[src/hdl/sem_pkg.sv]
// Shared types, constants and tap tables for the Sobel RGB edge magnitude core.
// Used by the ring memory, the per-channel magnitude unit and the top level.
package sem_pkg;

  localparam int SEM_MAX_WIDTH  = 1024;
  localparam int SEM_MAX_HEIGHT = 1024;
  localparam int CFG_DW         = 11;
  localparam int CFG_IW         = 2;
  localparam int PIX_W          = 24;

  localparam logic [CFG_IW-1:0] REG_IMAGE_WIDTH  = 2'd0;
  localparam logic [CFG_IW-1:0] REG_IMAGE_HEIGHT = 2'd1;

  // Smallest sum of squares whose rounded root exceeds 255.
  localparam logic [21:0] SQ_SAT = 22'd65281;
  localparam logic [7:0]  MAG_MAX = 8'd255;

  localparam logic [3:0] TAP_LAST  = 4'd8;
  localparam logic [3:0] ROOT_LAST = 4'd7;

  typedef enum logic [2:0] {
    S_IDLE,
    S_READ,
    S_LAST,
    S_SQ,
    S_SUM,
    S_ROOT,
    S_RND,
    S_PUSH
  } sem_state_t;

  typedef struct packed {
    logic              clear;
    logic              acc_en;
    logic              tap_on;
    logic signed [2:0] coef_x;
    logic signed [2:0] coef_y;
    logic              sq_en;
    logic              sum_en;
    logic              root_en;
    logic [2:0]        root_bit;
    logic              rnd_en;
  } sem_ctl_t;

  // Taps are numbered row by row: tap = 3 * (dr + 1) + (dc + 1).
  function automatic logic signed [2:0] tap_cx(input logic [3:0] t);
    logic signed [2:0] c;
    unique case (t)
      4'd0, 4'd6: c = -3'sd1;
      4'd2, 4'd8: c = 3'sd1;
      4'd3:       c = -3'sd2;
      4'd5:       c = 3'sd2;
      default:    c = 3'sd0;
    endcase
    return c;
  endfunction

  function automatic logic signed [2:0] tap_cy(input logic [3:0] t);
    logic signed [2:0] c;
    unique case (t)
      4'd0, 4'd2: c = -3'sd1;
      4'd1:       c = -3'sd2;
      4'd6, 4'd8: c = 3'sd1;
      4'd7:       c = 3'sd2;
      default:    c = 3'sd0;
    endcase
    return c;
  endfunction

  // -1, 0 or +1 as a two-bit code: bit 1 = up/left, bit 0 = down/right.
  function automatic logic [1:0] tap_row(input logic [3:0] t);
    logic [1:0] r;
    unique case (t)
      4'd0, 4'd1, 4'd2: r = 2'b10;
      4'd6, 4'd7, 4'd8: r = 2'b01;
      default:          r = 2'b00;
    endcase
    return r;
  endfunction

  function automatic logic [1:0] tap_col(input logic [3:0] t);
    logic [1:0] c;
    unique case (t)
      4'd0, 4'd3, 4'd6: c = 2'b10;
      4'd2, 4'd5, 4'd8: c = 2'b01;
      default:          c = 2'b00;
    endcase
    return c;
  endfunction

endpackage

[src/hdl/sem_magnitude.sv]
// One color channel: accumulates Sobel Gx and Gy over nine taps, squares,
// saturates and takes a rounded square root bit by bit. Uses sem_pkg.
module sem_magnitude import sem_pkg::*; (
  input  logic       clk,
  input  sem_ctl_t   ctl,
  input  logic [7:0] pix,
  output logic [7:0] mag
);

  logic signed [10:0] gx_r, gy_r;
  logic [20:0]        gx2_r, gy2_r;
  logic [15:0]        s_r;
  logic               sat_r;
  logic [7:0]         m_r, mag_r;
  logic signed [10:0] vx, vy;
  logic [21:0]        sum;
  logic [7:0]         cand;
  logic [15:0]        csq;
  logic [16:0]        thr;

  function automatic logic signed [10:0] scale(input logic signed [2:0] c,
                                               input logic [7:0] v);
    logic signed [10:0] e;
    logic signed [10:0] r;
    e = $signed({3'b000, v});
    unique case (c)
      3'sd1:   r = e;
      3'sd2:   r = e <<< 1;
      -3'sd1:  r = -e;
      -3'sd2:  r = -(e <<< 1);
      default: r = 11'sd0;
    endcase
    return r;
  endfunction

  always_comb begin
    vx   = ctl.tap_on ? scale(ctl.coef_x, pix) : 11'sd0;
    vy   = ctl.tap_on ? scale(ctl.coef_y, pix) : 11'sd0;
    sum  = {1'b0, gx2_r} + {1'b0, gy2_r};
    cand = m_r | (8'd1 << ctl.root_bit);
    csq  = cand * cand;
    thr  = 17'(m_r) * 17'(m_r) + 17'(m_r) + 17'd1;
  end

  always_ff @(posedge clk) begin
    if (ctl.clear) begin
      gx_r <= '0;
      gy_r <= '0;
    end else if (ctl.acc_en) begin
      gx_r <= gx_r + vx;
      gy_r <= gy_r + vy;
    end
    if (ctl.sq_en) begin
      gx2_r <= 21'(22'(gx_r) * 22'(gx_r));
      gy2_r <= 21'(22'(gy_r) * 22'(gy_r));
    end
    if (ctl.sum_en) begin
      sat_r <= (sum >= SQ_SAT);
      s_r   <= sum[15:0];
      m_r   <= '0;
    end else if (ctl.root_en && (csq <= s_r)) begin
      m_r <= cand;
    end
    if (ctl.rnd_en) begin
      // Halves round up: bump the floor root when s > m*m + m.
      mag_r <= sat_r ? MAG_MAX : m_r + 8'({16'd0, s_r} >= thr);
    end
  end

  assign mag = mag_r;

endmodule

[config.mk]
export PLATFORM = sky130hd
export DESIGN_NAME = sem_magnitude
export DESIGN_NICKNAME = d
export VERILOG_FILES = /design/src/hdl/sem_pkg.sv /design/src/hdl/sem_magnitude.sv
export SDC_FILE = /design/constraint.sdc
export NUM_CORES = 1
export LEC_CHECK = 0
export BUFFER_PORTS_ARGS = -buffer_cell sky130_fd_sc_hd__buf_2
export CELL_PAD_IN_SITES_DETAIL_PLACEMENT = 0
export CELL_PAD_IN_SITES_GLOBAL_PLACEMENT = 1
export CORE_MARGIN = 3
export CORE_UTILIZATION = 53
export CTS_BUF_LIST = sky130_fd_sc_hd__clkbuf_8
export DETAILED_ROUTE_END_ITERATION = 8
export GPL_ROUTABILITY_DRIVEN = 0
export PLACE_DENSITY = 0.95
export SETUP_SLACK_MARGIN = 0.02
export SYNTH_ARGS = -nofsm -noshare
export SYNTH_HDL_FRONTEND = slang
export SYNTH_SLANG_ARGS = --single-unit
[constraint.sdc]
create_clock -name clk -period 7.9 [get_ports clk]
set_input_delay 0.395 -clock clk [delete_from_list [all_inputs] [get_ports clk]]
set_output_delay 0.395 -clock clk [all_outputs]
set_load 0.01 [all_outputs]
==> results of run 1 <==
## cell families (layout without fill, tap and decap cells)
logic type | Yosys count | after routing | share of synthesized area (%)
fa+ha+maj | 481 | 481 | 45.2
buf+inv | 452 | 442 | 9.67
mux | 17 | 17 | 0.977
simple gates | 483 | 483 | 13.6
compound gates | 264 | 264 | 9.85
xor+xnor | 124 | 124 | 6.23
flops | 95 | 95 | 14.4
## metrics by stage
step	power, mW	std cells
final	1.53	2348
after global routing	1.65	2348
after global placement	1.17	2332
after CTS	1.54	2348
after detailed placement	1.20	2332
after floorplan	1.05	1916
## synthesized netlist by cell type (all sizes together), types with 13 or more instances
cell / count / area share, %
inv: 387 / 8.2
fa: 263 / 30
ha: 218 / 15
nor2: 127 / 2.7
nand2: 106 / 2.3
xnor2: 93 / 4.7
and2: 79 / 2.8
a21oi: 69 / 2.0
edfxtp: 65 / 11
clkbuf: 54 / 1.1
o21ai: 49 / 1.4
nor2b: 36 / 1.3
nand2b: 32 / 1.1
xor2: 31 / 1.5
dfxtp: 30 / 3.4
nor3: 28 / 0.85
a21o: 26 / 1.1
nand3: 26 / 0.74
a211oi: 22 / 0.93
mux2i: 15 / 0.85
o21a: 15 / 0.64
a22oi: 13 / 0.55
## power breakdown
group / internal [mW] / leakage [nW] / switching (mW)
Combinational: 0.238 / 8.29 / 0.322
Sequential: 0.578 / 0.883 / 0.0497
Clock: 0.151 / 0.102 / 0.191
Total: 0.967 / 9.28 / 0.563
## per-layer routing
layer / vias to the layer above / share of wire (%) / global-route usage [%]
li1: 6098 / - / -
met1: 6080 / 43 / 25.5
met2: 195 / 53 / 38.7
met3: 46 / 2.9 / 2.29
met4: 0 / 1.3 / 3.35
met5: - / 0 / 0
## registers in the layout, summed over array words and instances, names as in the netlist
register and count:
gx2_r 20, gx_r 11, gy2_r 20, gy_r 11, m_r 8, mag 8
s_r 16, sat_r 1
## worst max-delay path: cells and delay by family, from the launching register on
family / cells / cell delay (ps)
flops: 1 / 470
xor+xnor: 1 / 180
buf+inv: 4 / 560
simple gates: 7 / 1230
compound gates: 8 / 1490
fa+ha+maj: 8 / 3010
## worst min path at each step
stage                    end     start  slack, ps  cells past startpoint
finish                mag[1]    ctl[0]        350                      1
global route          mag[0]    ctl[0]        340                      1
CTS                   mag[0]    ctl[0]        340                      1
detailed placement    s_r[1]  gy2_r[0]        580                      1
global placement      s_r[1]  gy2_r[0]        560                      1
floorplan           gy2_r[0]   gy_r[0]        480                      0
## layout make-up
type	count	area [um^2]	area share [%]
inverters	390	1470	7.98
repair buffers	36	190	1.03
clock inverters	7	80.1	0.436
flip-flops and latches	95	2550	13.9
clock buffers	9	124	0.674
multi-input cells	1369	13400	73.0
well taps	442	553	3.01
==> run summary, run 1 <==
status = finished clean
CP startpoint kind = register
diode count = 0
initial drt markers = 512
first-pass GRT wire length = 60800 um
Max VDD drop = 0.0930 mV
DR DRC count = 0
period utilisation layout = 91.0%
final worst slack = 708 ps
slew margin rel. = 38.7%
Starting Density = 54.1%
Final Skew = 6.77 ps
commonest non-fill, non-tap cell in the layout = inv_1
asr flop ratio synth = 0%
clk sink count = 95
max-slew violations = 0
leakage power figure = 9.28 nW
area grow syn2layout = 4.00%
hold_buf cts = 0
worst reg2reg setup slack = 710 ps
Reg2Reg Depth = 28
Pre-antenna DRT Iters = 5
Overflow after GRT = 0
Syn. warnings = 0
Mapped Nets = 2422
Crit Reg-Reg Startpoint = m_r[5]
clk slew on worst S/H paths = 100 ps
area of the mapped netlist = 17700 um^2
share of cells above drive strength 1 = 3.99%
most frequent cells in the layout = inv_1, fa_1, ha_1, nor2_1, nand2_1
postcts setup bufs = 0
RSZ-0062 raised after global routing = false
post-place setup slack = 603 ps
cells after synthesis = 1916
TNS Setup = 0 ps
port buffer count = 32
CTS tree = built
Power Density = 83.2 nW/um^2
PostCTS Resize Cnt = 0
slowest cell delay on critical path = 550 ps
Core ar. = 32700 um^2
Worst EP required = 8020 ps
Final #Nets = 2407
Synth Area per Inst = 9.23 um^2
max cap viols = 0
Post-synth EDFFs = 65
DRT antenna net count = 0
Max clock buf depth = 2
HPWL Detailed = 28600 um
overall routing resource usage = 20.5%
Yosys reg bits = 95
WHS = 348 ps
DIE HEIGHT = 189 um
Setup Viol. Count Final = 0
Worst-Skew Late Latency = 370 ps
crit path launch = m_r[5]
Final Hold Viols = 0
sequential area share after synthesis = 14.4%
FMAX = 0.139 GHz
number of buffers created by CTS = 9
Die W = 189 um
clock root cell = clkbuf_8
post-layout instance area = 18400 um^2
WP data arrival = 7320 ps
Post-Route WL = 34300 um
I/O pins = 33
worst-margin pin slew = 920 ps
vias in the first global route = 13156
Netlist cell types = 64
crit path kind = register to register
CP endpoint kind = register
vias per inst = 5.29
crit-path max FO = 9
end of the critical path = mag[6]
hold crit path type = input port to register
dpl cell area = 18200 um^2
final core occ = 56.2%
full die area = 35600 um^2
slowest CP cell = fa_1
via count = 12419
largest net degree at the start of global routing = 41
H-tree Lvls = 3
Worst R2R End = mag[6]
Row Count = 66
fin crit period = 7190 ps
initial antenna violation count = 0
dominant synthesized flop cell = edfxtp_1
WL/cell = 14.6 um
Filler Cells Inserted = 2920
No activity file was read; power rests on OpenSTA's default activity.
==> inputs of run 2 (changes only) <==
--- a/config.mk
+++ b/config.mk
@@ -9,10 +9,10 @@
 export CELL_PAD_IN_SITES_DETAIL_PLACEMENT = 0
 export CELL_PAD_IN_SITES_GLOBAL_PLACEMENT = 1
 export CORE_MARGIN = 3
-export CORE_UTILIZATION = 53
-export CTS_BUF_LIST = sky130_fd_sc_hd__clkbuf_8
+export CORE_UTILIZATION = 52
 export DETAILED_ROUTE_END_ITERATION = 8
 export GPL_ROUTABILITY_DRIVEN = 0
+export HOLD_SLACK_MARGIN = 0.05
 export PLACE_DENSITY = 0.95
 export SETUP_SLACK_MARGIN = 0.02
 export SYNTH_ARGS = -nofsm -noshare
==> run summary, run 2 (synthesis gave the netlist of run 1 again) <==
crit path launch = m_r[5]
CP endpoint kind = register
Setup Viol. Count Final = 0
vias per inst = 5.37
hold_buf cts = 0
Max clock buf depth = 2
vias in the first global route = 13532
Worst EP required = 7990 ps
DIE HEIGHT = 190 um
I/O pins = 33
Post-Route WL = 35100 um
postcts setup bufs = 0
initial antenna violation count = 1
Power, Total = 1.62 mW
worst-margin pin slew = 914 ps
diode count = 0
Row Count = 66
clock root cell = clkbuf_16
port buffer count = 32
Power Density = 87.4 nW/um^2
crit-path max FO = 9
Core ar. = 33000 um^2
final worst slack = 715 ps
PostCTS Resize Cnt = 0
Starting Density = 53.5%
via count = 12617
Crit Reg-Reg Startpoint = m_r[5]
most frequent cells in the layout = inv_1, fa_1, ha_1, nor2_1, nand2_1
initial drt markers = 663
slew margin rel. = 39.1%
WL/cell = 14.9 um
post-place setup slack = 584 ps
first-pass GRT wire length = 62100 um
Max VDD drop = 0.115 mV
CP startpoint kind = register
dpl cell area = 18200 um^2
post-layout instance area = 18500 um^2
CTS tree = built
Final Skew = 8.92 ps
largest net degree at the start of global routing = 41
leakage power figure = 9.33 nW
Die W = 190 um
clk sink count = 95
Met2 Wirelength = 18300 um
DRT antenna net count = 0
hold crit path type = input port to register
max cap viols = 0
Worst-Skew Late Latency = 350 ps
Final Hold Viols = 0
HPWL Detailed = 29200 um
FMAX = 0.139 GHz
H-tree Lvls = 3
TNS Setup = 0 ps
worst reg2reg setup slack = 720 ps
full die area = 36200 um^2
clk slew on worst S/H paths = 60 ps
Met1 Wirelength = 15100 um
top layer in use = met5
status = finished clean
end of the critical path = mag[6]
period utilisation layout = 90.9%
overall routing resource usage = 20.6%
Final #Nets = 2410
Top Registers = gx2_r (20), gy2_r (20), s_r (16)
Worst R2R End = mag[6]
share of cells above drive strength 1 = 4.14%
fin crit period = 7180 ps
max-slew violations = 0
RSZ-0062 raised after global routing = false
commonest non-fill, non-tap cell in the layout = inv_1
number of buffers created by CTS = 9
Reg2Reg Depth = 25
met3 routed WL = 1140 um
area grow syn2layout = 4.56%
WP data arrival = 7280 ps
DR DRC count = 0
Overflow after GRT = 0
Pre-antenna DRT Iters = 5
crit path kind = register to register
==> run 2: cell count changes in the layout (fill, tap and decap cells not counted), sizes merged <==
cell    previous run  this run
buf               36        39
bufinv             1         0
clkinv             4         5
==> run 2: metrics by stage <==
stage          hold slack [ps]  cells  util (%)
6_report                   385   2351      56.0
5_1_grt                    383   2351      56.0
4_1_cts                    378   2351      55.9
3_5_place_dp               574   2335      55.1
3_3_place_gp               560   2335      55.1
2_1_floorplan              483   1916         -
==> run 2: worst min-delay path by stage <==
stage,from,end,slack (ps),depth (start not counted)
2_1_floorplan,gy_r[0],gy2_r[0],480,0
3_3_place_gp,gy2_r[0],s_r[1],560,1
3_5_place_dp,gy2_r[0],s_r[1],570,1
4_1_cts,ctl[0],mag[1],380,1
5_1_grt,ctl[0],mag[0],380,1
6_report,ctl[0],mag[4],380,1
==> run 2: layout make-up <==
type	instances	area (um^2)
Inverter	390	1470
Clock inverter	7	55.1
Timing Repair Buffer	39	213
Multi-Input combinational cell	1369	13400
Fill cell	2957	14500
Tap cell	442	553
Clock buffer	9	225
Sequential cell	95	2550
==> run 2: per-layer routing <==
metal,up-vias,track usage [%]
met4,2,4.29
met3,50,2.41
met1,6233,26.2
met5,-,0
li1,6115,-
met2,217,38.0
==> run 2: worst max-delay path, cell delays in order, from the launching register on <==
cell and delay, ps:
dfxtp_1 480, clkinv_1 380, nor2_1 330, fa_1 490
fa_1 520, inv_1 50, fa_1 470, fa_1 560
inv_1 40, ha_1 280, inv_1 100, o21bai_1 80
a21oi_1 230, o21ai_0 210, a21o_1 210, a21oi_1 180
xor2_1 170, ha_1 260, a2111oi_0 450, a211oi_1 150
o22a_1 260, ha_1 220, ha_1 210, nand2_1 110
nor3_1 50, or3b_2 450
==> run 2: report_power, final <==
group	internal, mW	leakage, nW	total, mW	switching (mW)
sequential	0.578	0.883	0.627	0.0484
combinational	0.240	8.31	0.568	0.328
clock	0.218	0.138	0.422	0.204
total	1.04	9.33	1.62	0.580
==> inputs of run 3 (changes only) <==
--- a/config.mk
+++ b/config.mk
@@ -8,13 +8,13 @@
 export BUFFER_PORTS_ARGS = -buffer_cell sky130_fd_sc_hd__buf_2
 export CELL_PAD_IN_SITES_DETAIL_PLACEMENT = 0
 export CELL_PAD_IN_SITES_GLOBAL_PLACEMENT = 1
-export CORE_MARGIN = 3
 export CORE_UTILIZATION = 52
 export DETAILED_ROUTE_END_ITERATION = 8
 export GPL_ROUTABILITY_DRIVEN = 0
 export HOLD_SLACK_MARGIN = 0.05
-export PLACE_DENSITY = 0.95
+export PLACE_DENSITY = 0.93
 export SETUP_SLACK_MARGIN = 0.02
 export SYNTH_ARGS = -nofsm -noshare
 export SYNTH_HDL_FRONTEND = slang
 export SYNTH_SLANG_ARGS = --single-unit
+export TNS_END_PERCENT = 50
==> run summary, run 3 (synthesis gave the netlist of run 1 again) <==
slowest cell delay on critical path = 550 ps
CP endpoint kind = register
initial drt markers = 453
final core occ = 55.2%
DIE HEIGHT = 186 um
crit path kind = register to register
period utilisation layout = 92.3%
leakage power figure = 9.33 nW
I/O pins = 33
max cap viols = 0
vias in the first global route = 13336
Filler Cells Inserted = 3026
status = finished clean
fin crit period = 7290 ps
commonest non-fill, non-tap cell in the layout = inv_1
slew margin rel. = 42.7%
Overflow after GRT = 0
clock root cell = clkbuf_16
RSZ-0062 raised after global routing = false
Final #Nets = 2409
TNS Setup = 0 ps
H-tree Lvls = 3
full die area = 34700 um^2
clk sink count = 95
slowest CP cell = fa_1
port buffer count = 32
share of cells above drive strength 1 = 4.09%
WL/cell = 14.8 um
max-slew violations = 0
number of buffers created by CTS = 9
vias per inst = 5.31
Max VDD drop = 0.106 mV
DR DRC count = 0
most frequent cells in the layout = inv_1, fa_1, ha_1, nor2_1, nand2_1
Row Count = 67
WP data arrival = 7380 ps
DRT antenna net count = 0
Post-Route WL = 34800 um
Top Registers = gx2_r (20), gy2_r (20), s_r (16)
area grow syn2layout = 4.66%
HPWL Detailed = 28900 um
via count = 12506
overall routing resource usage = 21.3%
Pre-antenna DRT Iters = 5
Worst EP required = 7980 ps
Core ar. = 33500 um^2
hold crit path type = input port to register
Worst-Skew Late Latency = 350 ps
initial antenna violation count = 0
crit-path max FO = 9
first-pass GRT wire length = 61500 um
CP startpoint kind = register
Die W = 186 um
Final Hold Viols = 0
Starting Density = 52.7%
worst-margin pin slew = 859 ps
Power Density = 88.1 nW/um^2
Max clock buf depth = 2
Final Skew = 12.6 ps
largest net degree at the start of global routing = 41
clk slew on worst S/H paths = 60 ps
Setup Viol. Count Final = 0
CTS tree = built
FMAX = 0.137 GHz
diode count = 0
-- run 3: cell count changes in the layout (fill, tap and decap cells not counted) --
cell,change
buf_4,-1
inv_8,+2
clkbuf_8,+1
clkinv_2,-2
inv_6,-1
-- run 3: final timing paths --
kind	from	slack (ps)	cells past startpoint	end
min reg2reg	gy2_r[0]	590	1	s_r[1]
max	m_r[5]	610	28	mag[6]
max reg2reg	m_r[5]	610	28	mag[6]
min	ctl[0]	400	1	mag[4]
-- run 3: what timing repair did --
action | in CTS | in global routing
gates resized for setup | 0 | 2
endpoints found under the hold margin | 0 | 0
setup endpoints to repair | 0 | 1
buffers inserted | 0 | 0
hold buffers | 0 | 0
-- run 3: layer usage --
metal  global-route usage, %  up-vias  routed length, um
met5                       0        -                  0
met4                    3.81        0                468
met3                    2.28       40                847
met2                    39.7      156              18400
met1                    26.7     6202              15100
li1                        -     6108                  -
-- run 3: report_power, final --
group,internal [mW],switching [mW],leakage [nW],total [mW]
clock,0.231,0.210,0.145,0.441
combinational,0.239,0.324,8.30,0.563
sequential,0.578,0.0483,0.883,0.626
total,1.05,0.582,9.33,1.63
-- run 3: layout make-up --
type | instances | area [um^2] | share of cell area [%]
multi-input cells | 1369 | 13400 | 72.5
flip-flops and latches | 95 | 2550 | 13.8
inverters | 390 | 1470 | 7.93
well taps | 448 | 561 | 3.03
clock buffers | 10 | 239 | 1.29
repair buffers | 38 | 205 | 1.11
clock inverters | 6 | 58.8 | 0.318
-- run 3: per-stage QoR --
stage	cells	power (mW)	worst slack [ps]	hold slack, ps	instance area [um^2]
after global placement	2340	1.18	744	563	18200
after floorplan	1916	1.05	1210	483	17700
after detailed placement	2340	1.20	560	574	18200
final	2356	1.63	606	397	18500
after global routing	2356	1.75	96.5	397	18500
after CTS	2356	1.64	472	392	18500
-- run 3: critical path, delay by kind of cell, from the launching register on --
kind	cells	cell delay, ps
buffers and inverters	4	570
DFF	1	470
xor gates and xnor gates	1	180
and+or+nand+nor	7	1260
AOI/OAI and AO/OA	8	1510
adders and majority gates	8	3010
